--- src/hw/rtl/assert_macros.svh ---
// Assertion macros shared by the key debouncer RTL.
// No dependencies; included by the files that carry assertions.
`ifndef ASSERT_MACROS_SVH
`define ASSERT_MACROS_SVH

// Clocked assertion, disabled while reset is asserted (reset is active low)
`define KDB_ASSERT_CLK(lbl, clk, rst_n, prop) \
    lbl: assert property (@(posedge clk) disable iff (!rst_n) prop) \
        else $error("kdb: assertion failed");

// Same, on the block's own clock and reset
`define KDB_ASSERT(lbl, prop) `KDB_ASSERT_CLK(lbl, i_clk, i_rst_n, prop)

`endif

--- src/hw/rtl/kdb_pkg.sv ---
// Package for the key debouncer: sizes, codes and shared structs.
// No dependencies; imported by kdb_key_unit and the top level.
package kdb_pkg;

    localparam int NUM_KEYS = 3;   // keys with state, 1..8
    localparam int PIN_BITS = 3;   // keys that have a pin bit in a sample
    localparam int KEY_W    = 3;
    localparam int NOW_W    = 32;
    localparam int CFG_W    = 16;
    localparam int EV_W     = 2;
    localparam int APB_DW   = 32;
    localparam int APB_AW   = 3;

    // item modes
    localparam logic MODE_SAMPLE = 1'b0;
    localparam logic MODE_QUERY  = 1'b1;

    // event codes
    localparam logic [EV_W-1:0] EV_RELEASE = 2'd0;
    localparam logic [EV_W-1:0] EV_PRESS   = 2'd1;
    localparam logic [EV_W-1:0] EV_LONG    = 2'd2;

    // register index, taken from paddr[2]
    localparam logic REG_DEBOUNCE   = 1'b0;
    localparam logic REG_LONG_PRESS = 1'b1;

    // config reset values
    localparam logic [CFG_W-1:0] DEBOUNCE_RST   = 16'd15;
    localparam logic [CFG_W-1:0] LONG_PRESS_RST = 16'd500;

    typedef struct packed {
        logic [CFG_W-1:0] debounce_ms;
        logic [CFG_W-1:0] long_press_ms;
    } t_kdb_cfg;

    // per-key command for the item leaving the input register
    typedef struct packed {
        logic             en;         // item advances this cycle
        logic             sample;     // sample item
        logic             query_sel;  // query item naming this key
        logic             pin;        // raw level of this key
        logic [NOW_W-1:0] now_ms;
    } t_kdb_cmd;

endpackage

--- src/hw/rtl/key_debounce_with_long_press_top.sv ---
// Key debouncer with press-edge and long-press detection, top level.
// Input transactions pass the input register and then the result register.
// Throughput: one transaction per cycle unless the result register is stalled; all key
// state updates as an item moves from the input register to the result register.
// Reset (synchronous, active low): keys released, timers idle, registers at
// debounce_ms = 15 and long_press_ms = 500. Depends on kdb_pkg, kdb_key_unit.
`include "assert_macros.svh"

module key_debounce_with_long_press_top
    import kdb_pkg::*;
(
    input  logic              i_clk,
    input  logic              i_rst_n,
    // input channel
    input  logic              i_in_valid,
    output logic              o_in_stall,
    input  logic              i_mode,
    input  logic [NOW_W-1:0]  i_now_ms,
    input  logic [PIN_BITS-1:0] i_pin_levels,
    input  logic [KEY_W-1:0]  i_key_index,
    // result channel
    output logic              o_out_valid,
    input  logic              i_out_stall,
    output logic [EV_W-1:0]   o_event_res,
    output logic [PIN_BITS-1:0] o_stable_levels,
    // APB configuration
    input  logic              psel,
    input  logic              penable,
    input  logic              pwrite,
    input  logic [APB_AW-1:0] paddr,
    input  logic [APB_DW-1:0] pwdata,
    output logic [APB_DW-1:0] prdata,
    output logic              pready
);

    t_kdb_cfg           r_cfg;
    logic               r_s1_vld;
    logic               r_s1_mode;
    logic [NOW_W-1:0]   r_s1_now;
    logic [PIN_BITS-1:0] r_s1_pins;
    logic [KEY_W-1:0]   r_s1_key;
    logic               r_out_vld;
    logic [EV_W-1:0]    r_out_event;
    logic [PIN_BITS-1:0] r_out_stable;
    logic               w_advance;
    logic               w_cfg_wr;
    logic [EV_W-1:0]    w_event;
    logic [PIN_BITS-1:0] w_stable;
    t_kdb_cmd           w_cmd [NUM_KEYS];
    logic [EV_W-1:0]    w_key_ev [NUM_KEYS];
    logic [NUM_KEYS-1:0] w_key_stable;

    // configuration registers
    assign pready   = 1'b1;
    assign w_cfg_wr = psel && penable && pwrite && pready;

    always_ff @(posedge i_clk) begin
        if (!i_rst_n) begin
            r_cfg.debounce_ms   <= DEBOUNCE_RST;
            r_cfg.long_press_ms <= LONG_PRESS_RST;
        end else if (w_cfg_wr) begin
            unique case (paddr[2])
                REG_DEBOUNCE:   r_cfg.debounce_ms   <= pwdata[CFG_W-1:0];
                REG_LONG_PRESS: r_cfg.long_press_ms <= pwdata[CFG_W-1:0];
                default: ;
            endcase
        end
    end

    always_comb begin
        unique case (paddr[2])
            REG_DEBOUNCE:   prdata = {{(APB_DW-CFG_W){1'b0}}, r_cfg.debounce_ms};
            REG_LONG_PRESS: prdata = {{(APB_DW-CFG_W){1'b0}}, r_cfg.long_press_ms};
            default:        prdata = '0;
        endcase
    end

    // handshake: input register drains whenever the result register is free
    assign w_advance  = r_s1_vld && !(r_out_vld && i_out_stall);
    assign o_in_stall = r_s1_vld && r_out_vld && i_out_stall;

    // input register
    always_ff @(posedge i_clk) begin
        if (!i_rst_n) begin
            r_s1_vld <= 1'b0;
        end else if (!o_in_stall) begin
            r_s1_vld <= i_in_valid;
        end
    end

    always_ff @(posedge i_clk) begin
        if (i_in_valid && !o_in_stall) begin
            r_s1_mode <= i_mode;
            r_s1_now  <= i_now_ms;
            r_s1_pins <= i_pin_levels;
            r_s1_key  <= i_key_index;
        end
    end

    // per-key units
    for (genvar k = 0; k < NUM_KEYS; k++) begin : g_key
        logic w_pin;
        if (k < PIN_BITS) begin : g_pin
            assign w_pin = r_s1_pins[k];
        end else begin : g_nopin
            assign w_pin = 1'b1;   // keys without a pin read released
        end

        assign w_cmd[k] = '{
            en:        w_advance,
            sample:    (r_s1_mode == MODE_SAMPLE),
            query_sel: (r_s1_mode == MODE_QUERY) && (r_s1_key == KEY_W'(k)),
            pin:       w_pin,
            now_ms:    r_s1_now
        };

        kdb_key_unit u_key (
            .i_clk        (i_clk),
            .i_rst_n      (i_rst_n),
            .i_cfg        (r_cfg),
            .i_cmd        (w_cmd[k]),
            .o_event      (w_key_ev[k]),
            .o_stable_nxt (w_key_stable[k])
        );
    end

    // merge: at most one key is selected, unknown keys select none
    always_comb begin
        w_event = EV_RELEASE;
        for (int k = 0; k < NUM_KEYS; k++) begin
            w_event = w_event | w_key_ev[k];
        end
    end

    // pack stable levels, keys without state read released
    always_comb begin
        w_stable = '1;
        for (int k = 0; k < PIN_BITS; k++) begin
            if (k < NUM_KEYS) begin
                w_stable[k] = w_key_stable[k];
            end
        end
    end

    // result register
    always_ff @(posedge i_clk) begin
        if (!i_rst_n) begin
            r_out_vld <= 1'b0;
        end else if (w_advance) begin
            r_out_vld <= 1'b1;
        end else if (!i_out_stall) begin
            r_out_vld <= 1'b0;
        end
    end

    always_ff @(posedge i_clk) begin
        if (w_advance) begin
            r_out_event  <= w_event;
            r_out_stable <= w_stable;
        end
    end

    assign o_out_valid     = r_out_vld;
    assign o_event_res     = r_out_event;
    assign o_stable_levels = r_out_stable;

    // an item leaving the input register always lands in the result register
    `KDB_ASSERT(a_advance_lands, w_advance |=> o_out_valid)
    // a sample transaction reports release
    `KDB_ASSERT(a_sample_release, (w_advance && (r_s1_mode == MODE_SAMPLE)) |=> (o_event_res == EV_RELEASE))
    // merged event is always a defined code
    `KDB_ASSERT(a_event_code, o_out_valid |-> (o_event_res <= EV_LONG))

endmodule

--- src/hw/rtl/kdb_key_unit.sv ---
// State and update logic of one key: raw/stable/reported level and settle timer.
// Depends on kdb_pkg and assert_macros.svh.
`include "assert_macros.svh"

module kdb_key_unit
    import kdb_pkg::*;
(
    input  logic            i_clk,
    input  logic            i_rst_n,
    input  t_kdb_cfg        i_cfg,
    input  t_kdb_cmd        i_cmd,
    output logic [EV_W-1:0] o_event,
    output logic            o_stable_nxt
);

    logic             r_raw, n_raw;
    logic             r_stable, n_stable;
    logic             r_reported, n_reported;
    logic             r_active, n_active;
    logic [NOW_W-1:0] r_change_time, n_change_time;
    logic [NOW_W-1:0] w_diff;

    // state registers
    always_ff @(posedge i_clk) begin
        if (!i_rst_n) begin
            r_raw         <= 1'b1;
            r_stable      <= 1'b1;
            r_reported    <= 1'b1;
            r_active      <= 1'b0;
            r_change_time <= '0;
        end else begin
            r_raw         <= n_raw;
            r_stable      <= n_stable;
            r_reported    <= n_reported;
            r_active      <= n_active;
            r_change_time <= n_change_time;
        end
    end

    // elapsed time since last raw change, wraps mod 2^32
    assign w_diff = i_cmd.now_ms - r_change_time;

    // sample and query update
    always_comb begin
        n_raw         = r_raw;
        n_stable      = r_stable;
        n_reported    = r_reported;
        n_active      = r_active;
        n_change_time = r_change_time;
        o_event       = EV_RELEASE;
        if (i_cmd.en && i_cmd.sample) begin
            priority if (i_cmd.pin != r_raw) begin
                // level changed: restart settle timer
                n_raw         = i_cmd.pin;
                n_change_time = i_cmd.now_ms;
                n_active      = 1'b1;
            end else if (r_active && (w_diff >= {16'b0, i_cfg.debounce_ms})) begin
                n_stable = i_cmd.pin;
                n_active = 1'b0;
            end
        end else if (i_cmd.en && i_cmd.query_sel) begin
            priority if (!r_stable && r_reported) begin
                n_reported = 1'b0;
                o_event    = EV_PRESS;
            end else if (r_stable && !r_reported) begin
                n_reported = 1'b1;   // release edge, reported as release
            end else if (!r_stable && (w_diff > {16'b0, i_cfg.long_press_ms})) begin
                o_event = EV_LONG;
            end
        end
    end

    assign o_stable_nxt = n_stable;

    // stable level moves only on a sample
    `KDB_ASSERT(a_stable_on_sample, !(i_cmd.en && i_cmd.sample) |=> $stable(r_stable))
    // reported level moves only on a query of this key
    `KDB_ASSERT(a_rep_on_query, !(i_cmd.en && i_cmd.query_sel) |=> $stable(r_reported))
    // a raw change arms the timer with the item's timestamp
    `KDB_ASSERT(a_change_arms, (i_cmd.en && i_cmd.sample && (i_cmd.pin != r_raw)) |=> (r_active && (r_change_time == $past(i_cmd.now_ms))))

endmodule
--- config.mk ---
export PLATFORM = sky130hd
export DESIGN_NAME = key_debounce_with_long_press_top
export DESIGN_NICKNAME = d
export VERILOG_FILES = /design/src/hw/rtl/kdb_pkg.sv /design/src/hw/rtl/key_debounce_with_long_press_top.sv /design/src/hw/rtl/kdb_key_unit.sv
export VERILOG_INCLUDE_DIRS = /design/src /design/src/hw/rtl
export SDC_FILE = /design/constraint.sdc
export NUM_CORES = 1
export LEC_CHECK = 0
export ABC_AREA = 0
export CAP_MARGIN = 20
export CORE_MARGIN = 10
export CORE_UTILIZATION = 55
export CTS_CLUSTER_SIZE = 10
export DETAILED_ROUTE_END_ITERATION = 10
export DONT_BUFFER_PORTS = 1
export PLACE_DENSITY = 0.81
export SLEW_MARGIN = 20
export SYNTH_ARGS = -nofsm -noshare
export SYNTH_HDL_FRONTEND = slang
export SYNTH_SLANG_ARGS = --single-unit
--- constraint.sdc ---
create_clock -name i_clk -period 4.1 [get_ports i_clk]
set_input_delay 0.615 -clock i_clk [delete_from_list [all_inputs] [get_ports i_clk]]
set_output_delay 0.615 -clock i_clk [all_outputs]
set_load 0.005 [all_outputs]
==> results.txt, run 1 <==
Status: complete, but fails checks
Failing checks: setup timing
CTS Buffer Depth: 2
Die X: 186 um
Synth unique cells: 82
CP endpoint kind: register
Drt total wl: 45.7 mm
PnR worst setup slack: -0.0305 ns
Crit-path cells: buf_4 > ha_1 > nand3_1 > and2_1 > o21ai_0 > a211o_1 > a21o_1 > a21oi_2 > xnor2_2 > ha_1 > o21a_1 > o21ai_2 > o21ai_0 > a2111o_1 > o21ai_2 > mux2_4 > nand2_2
Clock transition at path regs: 0.09 ns
Placer Congestion: 0.948
Synthesized instance count: 1947
R2R Path Start: r_s1_now[6]
Crit-path slowest cell: edfxtp_1
Detail Placement HPWL: 34.4 mm
Setup TNS: -0.0566 ns
Site Rows: 60
FF-to-FF path depth: 17
Worst slew margin: 46.6%
RSZ-0062 raised after global routing: true
CTS hold repair buffers: 0
CP Data Arrival Time: 4.46 ns
Wire length of the first global-routing pass: 69.5 mm
Final Hold Fails: 0
Flops & latches, synth: 186
Buf+Inv Stages, Crit Path: 1
Share of layout cells above drive strength 1: 16.1%
Gr ovfl total: 0
DR WL/cell: 18.6 um
Crit path max-delay family: compound AO/OA/AOI/OAI gates
H-tree levels: 4
Largest register FFs: 96
Worst reg-to-reg setup slack: -0.03 ns
Fill count: 2197
Nets: 2352
Via count: 14700
Initial DRC count: 1241
Hold Path Sink: r_cfg[16]
Yosys warning count: 0
Crit Path Category: register to register
EDFF count, synth: 44
Final hold slack: 0.241 ns
Port Buffers: 0
Root buffer cell: clkbuf_16
Slowest stage delay, CP: 0.53 ns
Largest register by flop count: g_key.u_key.r_change_time
Die H: 186 um
Top cells by area, synth: dfxtp_1, ha_1, nand2_1
VDD IR max: 0.200 mV
Clk sinks: 186
P per Cell Area: 310 nW/um2
Max Cap Viol: 0
Netlist Area Pre-Place: 15200 um2
Initial antenna violation count: 1
Largest net degree at the start of global routing: 143
Core area: 27100 um2
Vias in the first global route: 14000
Final worst-path cycle share: 101%
Leak Pwr: 7.00 nW
Post-synthesis sequential area ratio: 27.4%
Most frequent cell after synthesis: nand2_1
Pre-antenna DRT Iters: 6
Worst-Skew Late Latency: 0.45 ns
Worst path depth: 17
Slew at the pin with the worst max-slew slack: 0.799 ns
Yosys top cell by area: dfxtp_1
Hold path startpoint: i_rst_n
Final setup fails: 2
WHS Path Cells: 1
Final Non-Filler Cells: 2459
Vias per inst: 5.96
Share of the synthesized area in the top cell type: 18.7%
Commonest cells in the netlist: nand2_1, ha_1, inv_1, dfxtp_1, a21oi_1
Prevailing post-synth register cell: dfxtp_1
Drt drc: 0
Routed Antenna Nets: 0
Min cycle time layout: 4.13 ns
CTS buffer count: 17
WP data required: 4.43 ns
Critical R2R Capture: o_stable_levels[2]
Syn_area_per_cell: 7.81 um2
Crit path launch: r_s1_now[6]
Post-synth ARST share: 0%
P&R area growth vs syn: 18.3%
Fmax: 0.242 GHz
Crit path launch type: register
I/O pins: 121
CTS tree: yes
Die area: 34700 um2
Placed cells: 2407
Clock Skew: 0.0153 ns
Worst-path fanout max: 4
Total power: 5.58 mW
Starting Density: 56.1%
All-Layer GR Usage: 25.0%
Fin. max-slew vios: 0
Top flop regs: g_key.u_key.r_change_time: 96 flops, r_cfg: 32 flops, r_s1_now: 32 flops
Type of the worst min-delay path: input port to register
Post-Place Setup Slack: -0.343 ns
placed cells by master, fill, tap and decap left out, types with 10 or more instances in the layout:
cell / instances
a21oi_1: 116
inv_1: 157
conb_1: 17
a21oi_2: 18
nor3_1: 20
nand3_1: 43
nand2b_1: 15
xnor2_1: 33
o21ai_0: 80
nand4_1: 42
o211ai_1: 21
ha_4: 11
dfxtp_1: 142
a21o_1: 51
a21boi_0: 125
o21a_1: 22
nor2b_1: 11
and3_1: 10
nand2_1: 369
buf_4: 184
edfxtp_1: 44
o21ai_1: 13
and2_1: 12
clkbuf_16: 17
xor2_1: 29
ha_1: 184
nor2_1: 78
worst register-to-register path: stages, from the launching register on:
cell and delay [ns]:
edfxtp_1 0.53, buf_4 0.20, ha_1 0.32, nand3_1 0.10, and2_1 0.15, o21ai_0 0.12, a211o_1 0.31, a21o_1 0.19
a21oi_2 0.17, xnor2_2 0.13, ha_1 0.25, o21a_1 0.12, o21ai_2 0.17, o21ai_0 0.16, a2111o_1 0.42, o21ai_2 0.25
mux2_4 0.34, nand2_2 0.07
per-layer routing:
layer | part of all wire [%] | track usage (%)
met5 | 0 | 0
met2 | 46 | 41.7
met3 | 7.8 | 4.09
met1 | 43 | 32.2
met4 | 2.5 | 7.87
cells by family (layout without fill, tap and decap cells):
logic type | count (synthesis) | after routing | share of synthesized area (%)
simple gates | 660 | 660 | 19.6
xor+xnor | 68 | 68 | 3.92
other cells | 2 | 18 | 0.0494
compound gates | 567 | 567 | 25.0
buf+inv | 257 | 381 | 6.94
fa+ha+maj | 198 | 198 | 16.4
mux | 9 | 9 | 0.659
flops | 186 | 186 | 27.4
power breakdown:
| group | total, mW | internal (mW) | switching (mW) | leakage [nW] |
|---|---|---|---|---|
| Sequential | 2.00 | 1.94 | 0.0636 | 1.57 |
| Combinational | 1.77 | 0.777 | 0.991 | 5.12 |
| Clock | 1.81 | 0.864 | 0.948 | 0.309 |
| Total | 5.58 | 3.58 | 2.00 | 7.00 |
worst max-delay path by stage:
stage,to,slack (ns)
2_1_floorplan,o_stable_levels[2],0.14
3_3_place_gp,o_event_res[1],-0.27
3_5_place_dp,o_event_res[1],-0.34
4_1_cts,o_stable_levels[0],0.002
5_1_grt,o_event_res[1],-0.15
6_report,o_stable_levels[2],-0.03
per-stage QoR:
stage	utilization, %	cell area, um2
final	66.3	18000
after global routing	66.3	18000
after CTS	64.0	17300
after detailed placement	61.1	16500
after global placement	61.1	16500
after floorplan	-	15300
final cells by class:
type | count | area (um2) | area share (%)
inverter | 160 | 601 | 3.34
clock buffer | 17 | 425 | 2.37
antenna | 1 | 2.50 | 0.0139
clock inverter | 15 | 220 | 1.22
tap | 372 | 465 | 2.59
timing repair buffer | 189 | 1450 | 8.05
sequential | 186 | 4160 | 23.2
multi-input combinational | 1519 | 10700 | 59.3
repair_timing:
item / 4_1_cts / 5_1_grt
pin swaps: 20 / 50
cloned: 0 / 0
setup endpoints to repair: 9 / 9
buffers inserted: 6 / 12
gates resized for setup: 32 / 99
No activity file was read; power rests on OpenSTA's default activity.
==> run 2: changes to the inputs <==
--- a/config.mk
+++ b/config.mk
@@ -9,5 +9,5 @@
 export ABC_AREA = 0
 export CAP_MARGIN = 20
-export CORE_MARGIN = 10
+export CORE_MARGIN = 2
 export CORE_UTILIZATION = 55
 export CTS_CLUSTER_SIZE = 10
==> constraint.sdc (replaced) <==
create_clock -name i_clk -period 4.1 [get_ports i_clk]
set_input_delay 1.23 -clock i_clk [delete_from_list [all_inputs] [get_ports i_clk]]
set_output_delay 1.23 -clock i_clk [all_outputs]
set_load 0.005 [all_outputs]
==> results.txt, run 2 (synthesized netlist as in run 1, its figures left out) <==
H-tree levels: 4 (unchanged)
VDD IR max: 0.279 mV (+40%)
Clock Skew: 0.0214 ns (+0.00615 ns)
PnR worst setup slack: -0.154 ns (-0.124 ns)
CTS Buffer Depth: 2 (unchanged)
Post-Place Setup Slack: -0.385 ns (-0.0417 ns)
Final Util: 66.9% (+0.54 points)
CTS tree: yes
Worst slew margin: 57.6% (+11 points)
Root buffer cell: clkbuf_16
Final Non-Filler Cells: 2437 (-0.89%)
Wire length of the first global-routing pass: 70.5 mm (+1.4%)
Max Cap Viol: 0 (unchanged)
Failing checks: setup timing
Crit-path cells: buf_4 > ha_1 > and2_1 > a221oi_2 > buf_4 > nand2_1 > buf_4 > xor2_1 > ha_1 > a21o_1 > a21oi_1 > o21ai_0 > a21oi_2 > a31oi_4 > o41ai_2 > buf_4 > nand3_1
Leak Pwr: 7.03 nW (+0.38%)
Core area: 27000 um2 (-0.28%)
CTS hold repair buffers: 0 (unchanged)
Pre-antenna DRT Iters: 7 (+1)
Largest register FFs: 96 (unchanged)
Routed wl met3: 3.60 mm (+1.1%)
Post-route design area: 18100 um2 (+0.53%)
Top sig layer: met4
Final Hold Fails: 0 (unchanged)
Drt drc: 0 (unchanged)
Clk sinks: 186 (unchanged)
Die H: 170 um (-8.6%)
Slowest stage delay, CP: 0.44 ns (-0.09 ns)
CP Data Arrival Time: 4.46 ns (about the same)
Placed cells: 2376 (-1.3%)
Vias in the first global route: 14100 (+0.96%)
Drt total wl: 46.1 mm (+0.94%)
Clock transition at path regs: 0.09 ns (about the same)
Fin. max-slew vios: 0 (unchanged)
Crit Path Category: register to register
Status: complete, but fails checks
P&R area growth vs syn: 18.9%
Site Rows: 60 (unchanged)
Largest register by flop count: g_key.u_key.r_change_time
Vias per inst: 6.16 (+3.4%)
Worst-Skew Late Latency: 0.46 ns (about the same)
CP endpoint kind: register
CTS buffer count: 17 (unchanged)
Fmax: 0.235 GHz (-2.9%)
Ant. Diodes: 0 (-1)
Top flop regs: g_key.u_key.r_change_time: 96 flops, r_cfg: 32 flops, r_s1_now: 32 flops
Initial DRC count: 1039 (-16%)
Via count: 15000 (+2.5%)
Met2 wire length: 21.1 mm (-0.53%)
DR WL/cell: 18.9 um (+1.8%)
WP data required: 4.30 ns (-0.13 ns)
P per Cell Area: 310 nW/um2 (about the same)
Leading cell type in the layout, fill and taps excluded: nand2_1
M1 WL: 19.8 mm (about the same)
Worst-path fanout max: 3 (-1)
Initial antenna violation count: 0 (-1)
All-Layer GR Usage: 30.6% (+5.6 points)
Most frequent cells in the layout: nand2_1, buf_4, ha_1, inv_1, dfxtp_1
Type of the worst min-delay path: register to register
Starting Density: 56.2% (+0.16 points)
Multi-input gate area: 10700 um2 (+0.77%)
DP Area: 16500 um2 (-0.16%)
Placer Congestion: 0.990 (+4.4%)
Largest net degree at the start of global routing: 143 (unchanged)
Final worst-path cycle share: 104% (+3.0 points)
R2R Path Start: r_s1_now[5]
Register area: 4160 um2 (unchanged)
Port Buffers: 0 (unchanged)
Detail Placement HPWL: 33.7 mm (-2.2%)
Routed Antenna Nets: 0 (unchanged)
Slew at the pin with the worst max-slew slack: 0.630 ns (-0.169 ns)
RSZ-0062 raised after global routing: true
I/O pins: 121 (unchanged)
Crit-path slowest cell: edfxtp_1
Min cycle time layout: 4.25 ns (+0.124 ns)
Fill count: 2130 (-3.0%)
Share of layout cells above drive strength 1: 16.8% (+0.78 points)
Hold path startpoint: g_key[1].u_key.r_change_time[18]
Crit path launch type: register
Die area: 29000 um2 (-16%)
Gr ovfl total: 0 (unchanged)
Die X: 170 um (-8.6%)
Crit path launch: r_s1_now[5]
Nets: 2362 (+0.43%)
Final setup fails: 6 (+4)
CP dominant cell by count: buf_4
[run 2: changes by cell type in the layout (fill, tap and decap cells not counted), sizes merged]
cell and change:
buf +10, clkinvlp +1, inv -2, clkinv +1, diode -1
[run 2: critical path, delay by kind of cell (launching register included)]
kind | cells | cell delay (ns)
and+or+nand+nor | 3 | 0.34
buffers and inverters | 4 | 0.66
xor gates and xnor gates | 1 | 0.24
DFF | 1 | 0.44
AOI/OAI and AO/OA | 7 | 1.68
adders and majority gates | 2 | 0.61
[run 2: worst paths after layout]
kind	to	slack [ns]	depth (start not counted)
setup / recovery	o_event_res[1]	-0.15	17
hold / removal	g_key[1].u_key.r_change_time[18]	0.46	2
setup reg to reg	o_event_res[1]	-0.15	17
hold reg to reg	g_key[1].u_key.r_change_time[18]	0.46	2
[run 2: routing by layer]
| metal | vias up | GRT usage, % |
|---|---|---|
| met3 | 143 | 4.74 |
| met1 | 7095 | 40.3 |
| met2 | 656 | 51.1 |
| met4 | 0 | 10.3 |
| met5 | - | 0 |
| li1 | 7129 | - |
[run 2: repair_timing]
item,in CTS,in global routing
pin swaps,31,44
gates cloned,0,0
buffers inserted,10,20
endpoints found under the setup margin,10,9
gates resized for setup,53,84
[run 2: cell type report]
type,count,share of cell area (%)
Inverter,160,3.34
Timing Repair Buffer,199,8.36
Clock inverter,15,1.15
Sequential cell,186,23.0
Multi-Input combinational cell,1519,59.4
Tap cell,341,2.36
Clock buffer,17,2.35
[run 2: report_power, final]
part           total, mW  leakage [nW]  switching (mW)  internal, mW
clock               1.78         0.299           0.929         0.849
sequential          2.00          1.57          0.0620          1.94
combinational       1.83          5.16            1.03         0.798
[run 2: stage by stage]
step	total power [mW]	setup TNS, ns	hold WS (ns)
after global placement	3.53	-1.33	0.448
after CTS	5.42	-0.00117	0.467
after global routing	5.85	-1.22	0.483
after floorplan	3.07	0	0.443
final	5.61	-0.447	0.462
after detailed placement	3.59	-2.18	0.456
